--- config.mk ---
export PLATFORM = sky130hd
export DESIGN_NAME = infix_to_postfix_converter
export DESIGN_NICKNAME = d
export VERILOG_FILES = /design/src/rtl/itp_pkg.sv /design/src/rtl/itp_ram.sv /design/src/rtl/itp_ctrl.sv /design/src/rtl/infix_to_postfix_converter.sv
export SDC_FILE = /design/constraint.sdc
export NUM_CORES = 1
export LEC_CHECK = 0
export ABC_AREA = 1
export BUFFER_PORTS_ARGS = -buffer_cell sky130_fd_sc_hd__buf_2
export CAP_MARGIN = 15
export CORE_MARGIN = 4
export CORE_UTILIZATION = 40
export CTS_CLUSTER_DIAMETER = 200
export DETAILED_ROUTE_END_ITERATION = 6
export GPL_ROUTABILITY_DRIVEN = 0
export HOLD_SLACK_MARGIN = 0.06
export PLACE_DENSITY = 0.53
export SLEW_MARGIN = 20
export SYNTH_ARGS = -nofsm -noshare
export SYNTH_HDL_FRONTEND = slang
export SYNTH_SLANG_ARGS = --single-unit
--- constraint.sdc ---
create_clock -name i_clk -period 4.25 [get_ports i_clk]
set_input_delay 0.425 -clock i_clk [delete_from_list [all_inputs] [get_ports i_clk]]
set_output_delay 0.425 -clock i_clk [all_outputs]
set_load 0.005 [all_outputs]
--- src/rtl/itp_pkg.sv ---
package itp_pkg;

    typedef enum logic [2:0] {
        OP_LPAR = 3'd0,
        OP_ADD  = 3'd1,
        OP_SUB  = 3'd2,
        OP_MUL  = 3'd3,
        OP_DIV  = 3'd4,
        OP_MOD  = 3'd5
    } t_op;

    typedef enum logic [1:0] {
        ST_OK    = 2'd0,
        ST_UNDER = 2'd1,
        ST_OVER  = 2'd2
    } t_status;

    typedef struct packed {
        logic [7:0] ch;
        logic       valid;
        logic       run_last;
        logic       expr_end;
        t_status    status;
    } t_res;

    localparam logic [7:0] CH_LPAR = 8'h28;
    localparam logic [7:0] CH_RPAR = 8'h29;
    localparam logic [7:0] CH_ADD  = 8'h2B;
    localparam logic [7:0] CH_SUB  = 8'h2D;
    localparam logic [7:0] CH_MUL  = 8'h2A;
    localparam logic [7:0] CH_DIV  = 8'h2F;
    localparam logic [7:0] CH_MOD  = 8'h25;

    function automatic logic [7:0] op_char(t_op c);
        logic [7:0] r;
        unique case (c)
            OP_LPAR: r = CH_LPAR;
            OP_ADD:  r = CH_ADD;
            OP_SUB:  r = CH_SUB;
            OP_MUL:  r = CH_MUL;
            OP_DIV:  r = CH_DIV;
            OP_MOD:  r = CH_MOD;
            default: r = 8'h00;
        endcase
        return r;
    endfunction

    function automatic logic [1:0] op_prec(t_op c);
        logic [1:0] r;
        unique case (c)
            OP_ADD, OP_SUB:         r = 2'd1;
            OP_MUL, OP_DIV, OP_MOD: r = 2'd2;
            default:                r = 2'd0;
        endcase
        return r;
    endfunction

    function automatic logic is_op(logic [7:0] ch);
        return (ch == CH_ADD) || (ch == CH_SUB) || (ch == CH_MUL) ||
               (ch == CH_DIV) || (ch == CH_MOD);
    endfunction

    function automatic t_op op_of(logic [7:0] ch);
        t_op r;
        unique case (ch)
            CH_ADD:  r = OP_ADD;
            CH_SUB:  r = OP_SUB;
            CH_MUL:  r = OP_MUL;
            CH_DIV:  r = OP_DIV;
            CH_MOD:  r = OP_MOD;
            default: r = OP_LPAR;
        endcase
        return r;
    endfunction

endpackage

--- src/rtl/itp_ram.sv ---
module itp_ram #(
    parameter int WIDTH = 3,
    parameter int DEPTH = 32
) (
    input  logic                     i_clk,
    input  logic                     i_we,
    input  logic [$clog2(DEPTH)-1:0] i_waddr,
    input  logic [WIDTH-1:0]         i_wdata,
    input  logic                     i_re,
    input  logic [$clog2(DEPTH)-1:0] i_raddr,
    output logic [WIDTH-1:0]         o_rdata
);

    logic [WIDTH-1:0] r_mem [DEPTH];
    logic [WIDTH-1:0] r_rdata;

    always_ff @(posedge i_clk) begin
        if (i_we) begin
            r_mem[i_waddr] <= i_wdata;
        end
        if (i_re) begin
            r_rdata <= r_mem[i_raddr];
        end
    end

    assign o_rdata = r_rdata;

endmodule

--- src/rtl/itp_ctrl.sv ---
module itp_ctrl import itp_pkg::*; #(
    parameter int STACK_DEPTH = 32
) (
    input  logic                           i_clk,
    input  logic                           i_rst_n,
    input  logic                           i_in_valid,
    input  logic [7:0]                     i_char_in,
    input  logic                           i_expr_last,
    output logic                           o_busy,
    input  logic                           i_out_free,
    output logic                           o_emit,
    output t_res                           o_res,
    output logic                           o_we,
    output logic [$clog2(STACK_DEPTH)-1:0] o_waddr,
    output logic [2:0]                     o_wdata,
    output logic                           o_re,
    output logic [$clog2(STACK_DEPTH)-1:0] o_raddr,
    input  logic [2:0]                     i_rdata
);

    localparam int AW = $clog2(STACK_DEPTH);
    localparam int CW = $clog2(STACK_DEPTH + 1);
    localparam logic [CW-1:0] FULL = CW'(STACK_DEPTH);

    typedef enum logic [2:0] {S_IDLE, S_RD, S_EV, S_UND, S_FIN} t_state;
    typedef enum logic [1:0] {M_OP, M_PAR, M_FLUSH} t_mode;

    t_state        r_state, n_state;
    t_mode         r_mode, n_mode;
    t_op           r_code, n_code;
    logic          r_last, n_last;
    logic [CW-1:0] r_count, n_count;
    t_res          r_pend, n_pend;
    logic          r_pend_v, n_pend_v;

    logic          put, do_push, do_after, fin_emit, blocked;
    t_res          put_res, emit_res;
    t_op           push_code, top;
    logic [CW-1:0] pc, cm1;
    logic          we, re;
    logic [AW-1:0] wa;

    assign top = t_op'(i_rdata);
    assign cm1 = r_count - CW'(1);

    always_comb begin
        n_state   = r_state;
        n_mode    = r_mode;
        n_code    = r_code;
        n_last    = r_last;
        n_count   = r_count;
        n_pend    = r_pend;
        n_pend_v  = r_pend_v;
        put       = 1'b0;
        put_res   = '0;
        do_push   = 1'b0;
        do_after  = 1'b0;
        fin_emit  = 1'b0;
        push_code = OP_LPAR;
        pc        = r_count;
        we        = 1'b0;
        wa        = '0;
        re        = 1'b0;
        emit_res  = r_pend;

        unique case (r_state)
            S_IDLE: begin
                if (i_in_valid) begin
                    n_last = i_expr_last;
                    priority if (is_op(i_char_in)) begin
                        n_code = op_of(i_char_in);
                        if (r_count != '0) begin
                            n_mode  = M_OP;
                            n_state = S_RD;
                        end else begin
                            do_push   = 1'b1;
                            push_code = op_of(i_char_in);
                            do_after  = 1'b1;
                        end
                    end else if (i_char_in == CH_LPAR) begin
                        do_push   = 1'b1;
                        push_code = OP_LPAR;
                        do_after  = 1'b1;
                    end else if (i_char_in == CH_RPAR) begin
                        if (r_count != '0) begin
                            n_mode  = M_PAR;
                            n_state = S_RD;
                        end else begin
                            put            = 1'b1;
                            put_res.status = ST_UNDER;
                            do_after       = 1'b1;
                        end
                    end else begin
                        put           = 1'b1;
                        put_res.ch    = i_char_in;
                        put_res.valid = 1'b1;
                        do_after      = 1'b1;
                    end
                end
            end
            S_RD: begin
                re      = 1'b1;
                n_state = S_EV;
            end
            S_EV: begin
                unique case (r_mode)
                    M_OP: begin
                        if (op_prec(top) >= op_prec(r_code)) begin
                            put           = 1'b1;
                            put_res.ch    = op_char(top);
                            put_res.valid = 1'b1;
                            n_count       = cm1;
                            if (cm1 != '0) begin
                                n_state = S_RD;
                            end else begin
                                pc        = cm1;
                                do_push   = 1'b1;
                                push_code = r_code;
                                do_after  = 1'b1;
                            end
                        end else begin
                            do_push   = 1'b1;
                            push_code = r_code;
                            do_after  = 1'b1;
                        end
                    end
                    M_PAR: begin
                        n_count = cm1;
                        if (top == OP_LPAR) begin
                            do_after = 1'b1;
                        end else begin
                            put           = 1'b1;
                            put_res.ch    = op_char(top);
                            put_res.valid = 1'b1;
                            n_state       = (cm1 != '0) ? S_RD : S_UND;
                        end
                    end
                    default: begin
                        put           = 1'b1;
                        put_res.ch    = op_char(top);
                        put_res.valid = 1'b1;
                        n_count       = cm1;
                        n_state       = (cm1 != '0) ? S_RD : S_FIN;
                    end
                endcase
            end
            S_UND: begin
                put            = 1'b1;
                put_res.status = ST_UNDER;
                do_after       = 1'b1;
            end
            default: begin
                fin_emit = r_pend_v || r_last;
                if (r_pend_v) begin
                    emit_res = r_pend;
                end else begin
                    emit_res = '0;
                end
                emit_res.run_last = 1'b1;
                emit_res.expr_end = r_last;
                n_pend_v = 1'b0;
                n_state  = S_IDLE;
            end
        endcase

        if (do_push) begin
            if (pc == FULL) begin
                put            = 1'b1;
                put_res        = '0;
                put_res.status = ST_OVER;
                n_count        = '0;
            end else begin
                we      = 1'b1;
                wa      = pc[AW-1:0];
                n_count = pc + CW'(1);
            end
        end

        if (do_after) begin
            if (n_last && n_count != '0) begin
                n_mode  = M_FLUSH;
                n_state = S_RD;
            end else begin
                n_state = S_FIN;
            end
        end

        if (put) begin
            n_pend   = put_res;
            n_pend_v = 1'b1;
        end

        blocked = ((put && r_pend_v) || fin_emit) && !i_out_free;
        if (blocked) begin
            n_state  = r_state;
            n_mode   = r_mode;
            n_code   = r_code;
            n_last   = r_last;
            n_count  = r_count;
            n_pend   = r_pend;
            n_pend_v = r_pend_v;
            we       = 1'b0;
            re       = 1'b0;
        end
    end

    always_ff @(posedge i_clk) begin
        if (!i_rst_n) begin
            r_state  <= S_IDLE;
            r_count  <= '0;
            r_pend_v <= 1'b0;
        end else begin
            r_state  <= n_state;
            r_count  <= n_count;
            r_pend_v <= n_pend_v;
        end
        r_mode <= n_mode;
        r_code <= n_code;
        r_last <= n_last;
        r_pend <= n_pend;
    end

    assign o_busy  = (r_state != S_IDLE);
    assign o_emit  = ((put && r_pend_v) || fin_emit) && !blocked;
    assign o_res   = emit_res;
    assign o_we    = we;
    assign o_waddr = wa;
    assign o_wdata = push_code;
    assign o_re    = re;
    assign o_raddr = cm1[AW-1:0];

endmodule

--- src/rtl/infix_to_postfix_converter.sv ---
// Infix to postfix converter (shunting yard).
// Input channel: i_in_valid / o_in_stall, one expression character per beat
// with i_expr_last on the final character of an expression.
// Output channel: o_out_valid / i_out_stall, one postfix character per beat,
// with o_char_valid, o_run_last (last beat caused by an input beat),
// o_expr_end (last beat of an expression) and o_status (ok, unmatched ')',
// stack overflow; an error beat has o_char_valid low and clears the stack).
// The operator stack lives in a single-port-read RAM of STACK_DEPTH entries.
// Each input beat passes through the idle state and then a finish state; each
// stack entry popped or flushed adds a RAM read state followed by an evaluate
// state. An operator that stops at a lower-precedence entry also reads that
// entry, and an unmatched ')' adds an error-beat state. Output stalls add to
// this. One result is held back until the next is known, so the last beat of
// a run appears at the end of that input's processing.
// Input is taken only while the controller is idle; a stalled output holds
// the output register and the controller waits once it has a beat to move.
// Reset (synchronous, active low) empties the stack and drops pending beats;
// RAM contents are not cleared.
module infix_to_postfix_converter import itp_pkg::*; #(
    parameter int STACK_DEPTH = 32
) (
    input  logic       i_clk,
    input  logic       i_rst_n,
    input  logic       i_in_valid,
    output logic       o_in_stall,
    input  logic [7:0] i_char_in,
    input  logic       i_expr_last,
    output logic       o_out_valid,
    input  logic       i_out_stall,
    output logic [7:0] o_char_out,
    output logic       o_char_valid,
    output logic       o_run_last,
    output logic       o_expr_end,
    output logic [1:0] o_status
);

    localparam int AW = $clog2(STACK_DEPTH);

    logic          busy, emit, out_free;
    t_res          res, r_out;
    logic          r_out_v;
    logic          we, re;
    logic [AW-1:0] waddr, raddr;
    logic [2:0]    wdata, rdata;

    assign out_free = !r_out_v || !i_out_stall;

    itp_ctrl #(.STACK_DEPTH(STACK_DEPTH)) u_ctrl (
        .i_clk       (i_clk),
        .i_rst_n     (i_rst_n),
        .i_in_valid  (i_in_valid),
        .i_char_in   (i_char_in),
        .i_expr_last (i_expr_last),
        .o_busy      (busy),
        .i_out_free  (out_free),
        .o_emit      (emit),
        .o_res       (res),
        .o_we        (we),
        .o_waddr     (waddr),
        .o_wdata     (wdata),
        .o_re        (re),
        .o_raddr     (raddr),
        .i_rdata     (rdata)
    );

    itp_ram #(.WIDTH(3), .DEPTH(STACK_DEPTH)) u_stack (
        .i_clk   (i_clk),
        .i_we    (we),
        .i_waddr (waddr),
        .i_wdata (wdata),
        .i_re    (re),
        .i_raddr (raddr),
        .o_rdata (rdata)
    );

    always_ff @(posedge i_clk) begin
        if (!i_rst_n) begin
            r_out_v <= 1'b0;
        end else if (emit) begin
            r_out_v <= 1'b1;
        end else if (!i_out_stall) begin
            r_out_v <= 1'b0;
        end
        if (emit) begin
            r_out <= res;
        end
    end

    assign o_in_stall   = busy;
    assign o_out_valid  = r_out_v;
    assign o_char_out   = r_out.ch;
    assign o_char_valid = r_out.valid;
    assign o_run_last   = r_out.run_last;
    assign o_expr_end   = r_out.expr_end;
    assign o_status     = r_out.status;

    a_emit_room: assert property (@(posedge i_clk) disable iff (!i_rst_n)
        emit |-> out_free)
        else $error("beat moved into a full output register");

    a_accept_busy: assert property (@(posedge i_clk) disable iff (!i_rst_n)
        (i_in_valid && !o_in_stall) |=> o_in_stall)
        else $error("controller idle right after taking a beat");

    a_end_is_last: assert property (@(posedge i_clk) disable iff (!i_rst_n)
        (o_out_valid && o_expr_end) |-> o_run_last)
        else $error("expression end without run end");

    a_char_ok: assert property (@(posedge i_clk) disable iff (!i_rst_n)
        (o_out_valid && o_char_valid) |-> (o_status == ST_OK))
        else $error("character beat carries an error status");

endmodule

## Yosys cells after proc, flatten, opt, wreduce, memory -nomap -nowiden

Memory sizes are Yosys's and may differ from the RTL's. A register that Yosys moved wholly into a read port is not among the register bits.
Index checks and enable logic that the tools add are counted.

| word-level totals | value |
|---|---|
| bits in registers | 43 |
| RAM bits | 96 |
| input port bits | 13 |
| output and inout port bits | 15 |
| word-level logic and storage cells | 190 |
| memories | 1 |

Memory list:

| name | words | width | rd ports | clocked after memory_dff | write ports | RTL line | text |
|---|---|---|---|---|---|---|---|
| u_stack.r_mem | 32 | 3 | 1 | 1 | 1 | itp_ram.sv:14 | `logic [WIDTH-1:0] r_mem [DEPTH];` |

| operators by class | value |
|---|---|
| $add $sub $neg | 2 |
| $lt $le $gt $ge | 1 |
| eq/ne operators | 31 |
| mux-type cells | 106 |
| bitwise logic cells | 1 |
| reduce and logical (&&, ||, !) cells | 31 |

Operator list:

| kind | number |
|---|---|
| 8-bit by 6-bit equality test with 1-bit output, second input constant | 7 |
| 6-bit two-way mux | 9 |
| 9-bit two-way mux | 6 |
| 13-bit two-way mux | 4 |
| 3-bit two-way mux | 17 |
| 2-bit two-way mux | 18 |
| 6-bit one-hot mux with 6 select lines | 1 |
| 9-bit one-hot mux with 2 select lines | 2 |
| 1-bit two-way mux | 34 |
| 6-bit one-hot mux with 5 select lines | 1 |
| 3-bit by 2-bit equality test with 1-bit output, second input constant | 6 |
| 6-bit nonzero test | 3 |
| 3-bit one-hot mux with 5 select lines | 1 |
| 3-bit equality test, second input constant | 4 |
| 4-bit by 2-bit inequality test with 1-bit output, second input constant | 3 |
| 2-bit one-hot mux with 2 select lines | 3 |
| 3-bit one-hot mux with 2 select lines | 2 |
| 3-bit one-hot mux with 4 select lines | 1 |
| 5-bit two-way mux | 2 |
| 3-bit by 1-bit equality test with 1-bit output, second input constant | 3 |
| 8-bit AND reduction | 1 |
| 1-bit logical OR | 7 |
| 6-bit by 1-bit adder with 6-bit output, second input constant | 1 |
| 6-bit equality test, second input constant | 1 |
| 20 further kinds | 35 |

## Longest topological paths before layout

| logic depth | value |
|---|---|
| depth in word-level cells | 18 |
| mapped depth | 26 |
| gate-level depth less buffers | 25 |

## Hierarchy

From an unflattened synthesis, not the netlist that was laid out.

| unflattened totals | value |
|---|---|
| cells, all modules | 747 |
| area, all modules | 6910.4 µm² |

Modules (own cells, without submodules):

| module | instances | cells an instance | area an instance (µm²) | seq. area each (µm²) |
|---|---|---|---|---|
| itp_ram | 1 | 377 | 4157.7 | 2972.9 |
| itp_ctrl | 1 | 352 | 2319.7 | 710.7 |
| infix_to_postfix_converter | 1 | 18 | 432.9 | 410.4 |

## Worst setup path before layout

Ideal clock, no wire load.

| timing | value |
|---|---|
| kind | register to register |
| from | register u_ctrl.r_count[0] |
| to | memory u_stack.r_mem[0][0] (data pin) |
| library setup time | 0.454 ns |
| arrival | 3.171 ns |
| data required time | 3.796 ns |
| setup slack | 0.624 ns |
| cell stages (with the launch flop) | 15 |
| path buffers | 2 |
| period minus slack after synthesis | 3.626 ns |
| cell sequence | dfxtp_1 -> inv_2 -> buf_2 -> buf_1 -> ha_1 -> inv_1 -> nand2_1 -> nand2_2 -> nor2_2 -> nand2_4 -> nor2_8 -> nand2_4 -> nand2_2 -> nand2_4 -> o21ai_0 |

| on the way | value |
|---|---|
| word-level cells in the longest chain between the ends | 6 |
| elaborated cells on any way between the ends | 10 |
| those cells by class | 1 x add/sub; 7 x mux; 2 x reduce/logical |

RTL lines:

| item | RTL line | text |
|---|---|---|
| start, declared | itp_ctrl.sv:32 | `logic [CW-1:0] r_count, n_count;` |
| start signal, assigned | itp_ctrl.sv:214 | `r_count <= n_count;` |
| 6-bit by 1-bit subtractor with 6-bit output | itp_ctrl.sv:44 | `assign cm1 = r_count - CW'(1);` |
| 6-bit nonzero test | itp_ctrl.sv:113 | `if (cm1 != '0) begin` |
| 3-bit two-way mux | itp_ctrl.sv:113 |  |
| 3-bit two-way mux | itp_ctrl.sv:108 | `if (op_prec(top) >= op_prec(r_code)) begin` |
| 3-bit two-way mux | itp_ctrl.sv:106 | `unique case (r_mode)` |
| 3-bit one-hot mux with 2 select lines (*) | itp_ctrl.sv:66 | `unique case (r_state)` |
| via u_ctrl.o_wdata[0] | itp_ctrl.sv:15 | `output logic [2:0] o_wdata,` |
| end, declared | itp_ram.sv:14 |  |

The timed path passes the listed nets; every way through them passes the cells marked *.

## Worst setup path after layout

| timing | value |
|---|---|
| from | register u_stack.r_rdata[2], in the netlist u_stack.o_rdata[2], read port of u_stack.r_mem |
| to | memory u_stack.r_mem[29][0] (enable) |

| on the way | value |
|---|---|
| word-level cells in the longest chain between the ends | 18 |
| elaborated cells on any way between the ends | 35 |
| those cells by class | 1 x order compare; 6 x eq/ne; 22 x mux; 6 x reduce/logical |

RTL lines:

| item | RTL line | text |
|---|---|---|
| start, declared | itp_ram.sv:15 | `logic [WIDTH-1:0] r_rdata;` |
| 3-bit by 2-bit equality test with 1-bit output (tied with other cells) | itp_pkg.sv:50 | `unique case (c)` |
| 3-bit OR reduction / 2-bit OR reduction (equally long branches) | itp_pkg.sv:50 |  |
| 2-bit one-hot mux with 2 select lines | itp_pkg.sv:50 |  |
| 2-bit two-way mux | itp_ctrl.sv:106 |  |
| 2-bit two-way mux | itp_ctrl.sv:66 |  |
| 2-bit >= comparator | itp_ctrl.sv:108 |  |
| 6-bit two-way mux | itp_ctrl.sv:108 |  |
| 6-bit two-way mux | itp_ctrl.sv:106 |  |
| [... 2 more ...] | -- |  |
| 1-bit two-way mux | itp_ctrl.sv:167 | `if (pc == FULL) begin` |
| 1-bit two-way mux | itp_ctrl.sv:166 | `if (do_push) begin` |
| 1-bit logical AND | itp_ctrl.sv:193 | `blocked = ((put && r_pend_v) \|\| fin_emit) && !i_out_free;` |
| 1-bit logical OR | itp_ctrl.sv:193 |  |
| 1-bit logical AND | itp_ctrl.sv:193 |  |
| 1-bit two-way mux | itp_ctrl.sv:194 | `if (blocked) begin` |
| 1-bit two-way mux | itp_ram.sv:18 | `if (i_we) begin` |
| 1-bit two-way mux (implied by the code) | itp_ram.sv:19 | `r_mem[i_waddr] <= i_wdata;` |

Parallel ways exist; a longest one is shown, timed or not. The select of a mux whose other input is x is not followed.

==> impl_metrics.py <==
metrics = {
    "worst_setup_path": {
        "criticalPathCategory": "flop to flop",
        "critPathLaunchType": "flop",
        "crit_required_ps": 4340,
        "worstPathArrival_ps": 4050,
        "cp-end-kind": "flop",
        "worstPathMaxFanout": 10,
    },
    "synthesis": {
        "ys_seq_area_share_pct": 60.9,
        "postSynthAreaPerCell_um2": 10.1,
        "synth_warnings": 0,
        "postSynth.asyncResetShare_pct": 0,
        "synth-seq-cells": 140,
        "synth_ff_type": "edfxtp_1",
        "synth.distinct_cells": 42,
        "synthesis.area_um2": 6720,
        "syn_inst": 668,
        "syn_nets": 687,
        "synth_edf_count": 129,
    },
    "flow_run": {
        "maxCapViolCount": 0,
    },
    "cells_and_area": {
        "nNetsFinal": 722,
        "syn2layout_area_growth_pct": 14.7,
        "fill_cells": 1566,
        "drive_gt1_share_pct": 16.8,
        "final_common_cell": "edfxtp_1",
        "n_antenna_cell": 0,
        "final_cell_mix": "edfxtp_1 (129), nor2_1 (117), nand2_1 (77), inv_1 (72), o21ai_0 (71)",
    },
    "timing": {
        "slew_violations": 0,
        "min_period_over_period_pct": 93.2,
        "fmax_mhz": 252,
        "hold_violations": 0,
        "period_minus_slack_ps": 3960,
        "setup_viol": 0,
        "worst_pin_slew_ps": 741,
        "slew-limit-headroom_pct": 50.2,
        "fin_skew_ps": 6.11,
        "setup_slack_ps": 289,
        "rsz0062_at_grt": "true",
        "fin_tns_setup_ps": 0,
    },
    "floorplan": {
        "io_pins": 28,
        "chipWidth_um": 138,
        "die_area_um2": 18900,
        "placementRows": 47,
        "fp.dieH_um": 138,
        "core-area_um2": 16500,
        "start_util_pct": 40.7,
    },
    "route": {
        "route.detailed.drc": 0,
        "viasPerCell": 5.25,
        "wl_per_cell_um": 17.2,
        "postRouteAntennaNets": 0,
        "vias": 4918,
        "dr.pass1.iters": 7,
        "wl_um": 16100,
        "drt_iter0_drc": 399,
    },
    "global_routing": {
        "grtUsageTotal_pct": 17.8,
        "grt_overflow_total": 0,
        "grt_max_degree": 52,
        "first_global_vias": 4970,
        "grt_pass1_wl_um": 25300,
        "antenna_found_initial": 0,
    },
    "clock_network": {
        "cts_buffers": 17,
        "htreeDepth": 4,
        "clock_path_buffers": 2,
        "clockRootBuffer": "clkbuf_16",
        "clkLatencyLatePin_ps": 420,
        "cts_sinks": 140,
        "cts_tree": "done",
        "clk_transition_reported_paths_ps": 60,
    },
    "placed_design": {
        "numPortBuffers": 27,
        "place_ws_ps": 217,
        "place_hpwl_um": 11000,
    },
    "power": {
        "design_power_total_mw": 5.13,
        "leakagePower_nw": 2.97,
        "ir_worst_vdd_mv": 0.314,
        "cellPowerDensity_nw_per_um2": 666,
    },
    "run_status": {
        "outcome": "completed",
    },
    "min_path": {
        "hold_path.class": "input port to flop",
    },
}
## sequential cells by signal, summed over array words and instances, names as in the netlist
register and flops:
u_ctrl.r_last 1, o_char_valid 1, u_stack.o_rdata 3, u_ctrl.r_state 3, u_ctrl.r_pend_v 1, u_ctrl.r_count 6
o_char_out 8, o_out_valid 1, o_status 2, u_stack.r_mem 96, u_ctrl.r_pend 11, u_ctrl.r_mode 2
u_ctrl.r_code 3, o_expr_end 1, o_run_last 1
## metal layers
| metal | routed length, um | vias to the layer above | GRT usage, % |
|---|---|---|---|
| li1 | - | 2408 | - |
| met1 | 6840 | 2353 | 21.2 |
| met2 | 8030 | 127 | 30.7 |
| met3 | 875 | 30 | 4.16 |
| met4 | 374 | 0 | 7.48 |
| met5 | 0 | - | 0 |
## synth_stat cells (3+ instances only)
| cell type | number | share of area (%) |
|---|---|---|
| dfxtp_1 | 11 | 3.3 |
| o221ai_1 | 12 | 1.6 |
| nand4_1 | 11 | 1.0 |
| buf_2 | 3 | 0.22 |
| o211ai_1 | 15 | 1.7 |
| nor2_1 | 122 | 6.8 |
| a31oi_1 | 6 | 0.56 |
| inv_2 | 6 | 0.34 |
| nor3_1 | 4 | 0.30 |
| nor2_2 | 7 | 0.65 |
| a21oi_1 | 15 | 1.1 |
| nand3_1 | 22 | 1.6 |
| edfxtp_1 | 129 | 58 |
| nand2_4 | 6 | 1.0 |
| inv_1 | 72 | 4.0 |
| nand3_2 | 5 | 0.74 |
| o22ai_1 | 17 | 1.6 |
| o21ai_0 | 72 | 5.4 |
| ha_1 | 6 | 1.1 |
| clkbuf_1 | 17 | 0.95 |
| nand2_1 | 77 | 4.3 |
| nand2_2 | 8 | 0.74 |
## through the flow
step	instance area (um^2)	utilization, %	hold slack (ps)	instances
after floorplan	6720	-	449	668
after global placement	7110	43.0	467	902
after detailed placement	7110	43.0	470	902
after CTS	7680	46.5	295	934
after global routing	7710	46.7	318	936
final	7710	46.7	316	936
## where the power goes
group | total [mW] | internal, mW | switching [mW]
sequential | 1.84 | 1.74 | 0.104
clock | 1.44 | 0.863 | 0.578
combinational | 1.85 | 0.587 | 1.27
## critical path, cell delays in order (launching register included)
cell and delay, ps:
edfxtp_1 460, nor2_1 200, inv_1 70, o21ai_0 230, inv_1 80, ha_1 290, inv_1 50, nand2_1 40
a21oi_1 190, inv_1 120, o21ai_2 390, or2_1 190, nand2_1 50, nor2_1 220, nand3_2 140, nand3_2 150
nand4_2 380, nor2_1 380
## layout make-up
| cell class | instances | area, um^2 | area share, % |
|---|---|---|---|
| clock buffers | 18 | 429 | 5.57 |
| clock inverters | 14 | 143 | 1.85 |
| inverters | 79 | 299 | 3.88 |
| multi-input cells | 424 | 2230 | 28.9 |
| flip-flops and latches | 140 | 4090 | 53.1 |
| well taps | 220 | 275 | 3.57 |
| repair buffers | 41 | 240 | 3.12 |
## path summary, 6_finish.rpt
path | startpoint | end | slack, ps | depth (start not counted)
worst max-delay path | u_stack.o_rdata[2] | u_stack.r_mem[29][0] | 290 | 17
worst min-delay path | i_char_in[7] | u_ctrl.r_pend[12] | 320 | 3
worst max register to register | u_stack.o_rdata[2] | u_stack.r_mem[29][0] | 290 | 17
worst min register to register | u_ctrl.r_pend_v | u_ctrl.r_pend_v | 490 | 2
## logic make-up after synthesis
family,after synthesis,synth area share (%)
fa+ha+maj,6,1.12
buf+inv,104,6.31
flops,140,60.9
xor+xnor,1,0.130
simple gates,270,18.5
compound gates,147,13.0
## repair_timing
item                       4_1_cts  5_1_grt
setup endpoints to repair        0       57
gates resized for setup          0        5
hold buffers                     0        0
setup buffers                    0        2
Power figures use the tool's default switching activity.
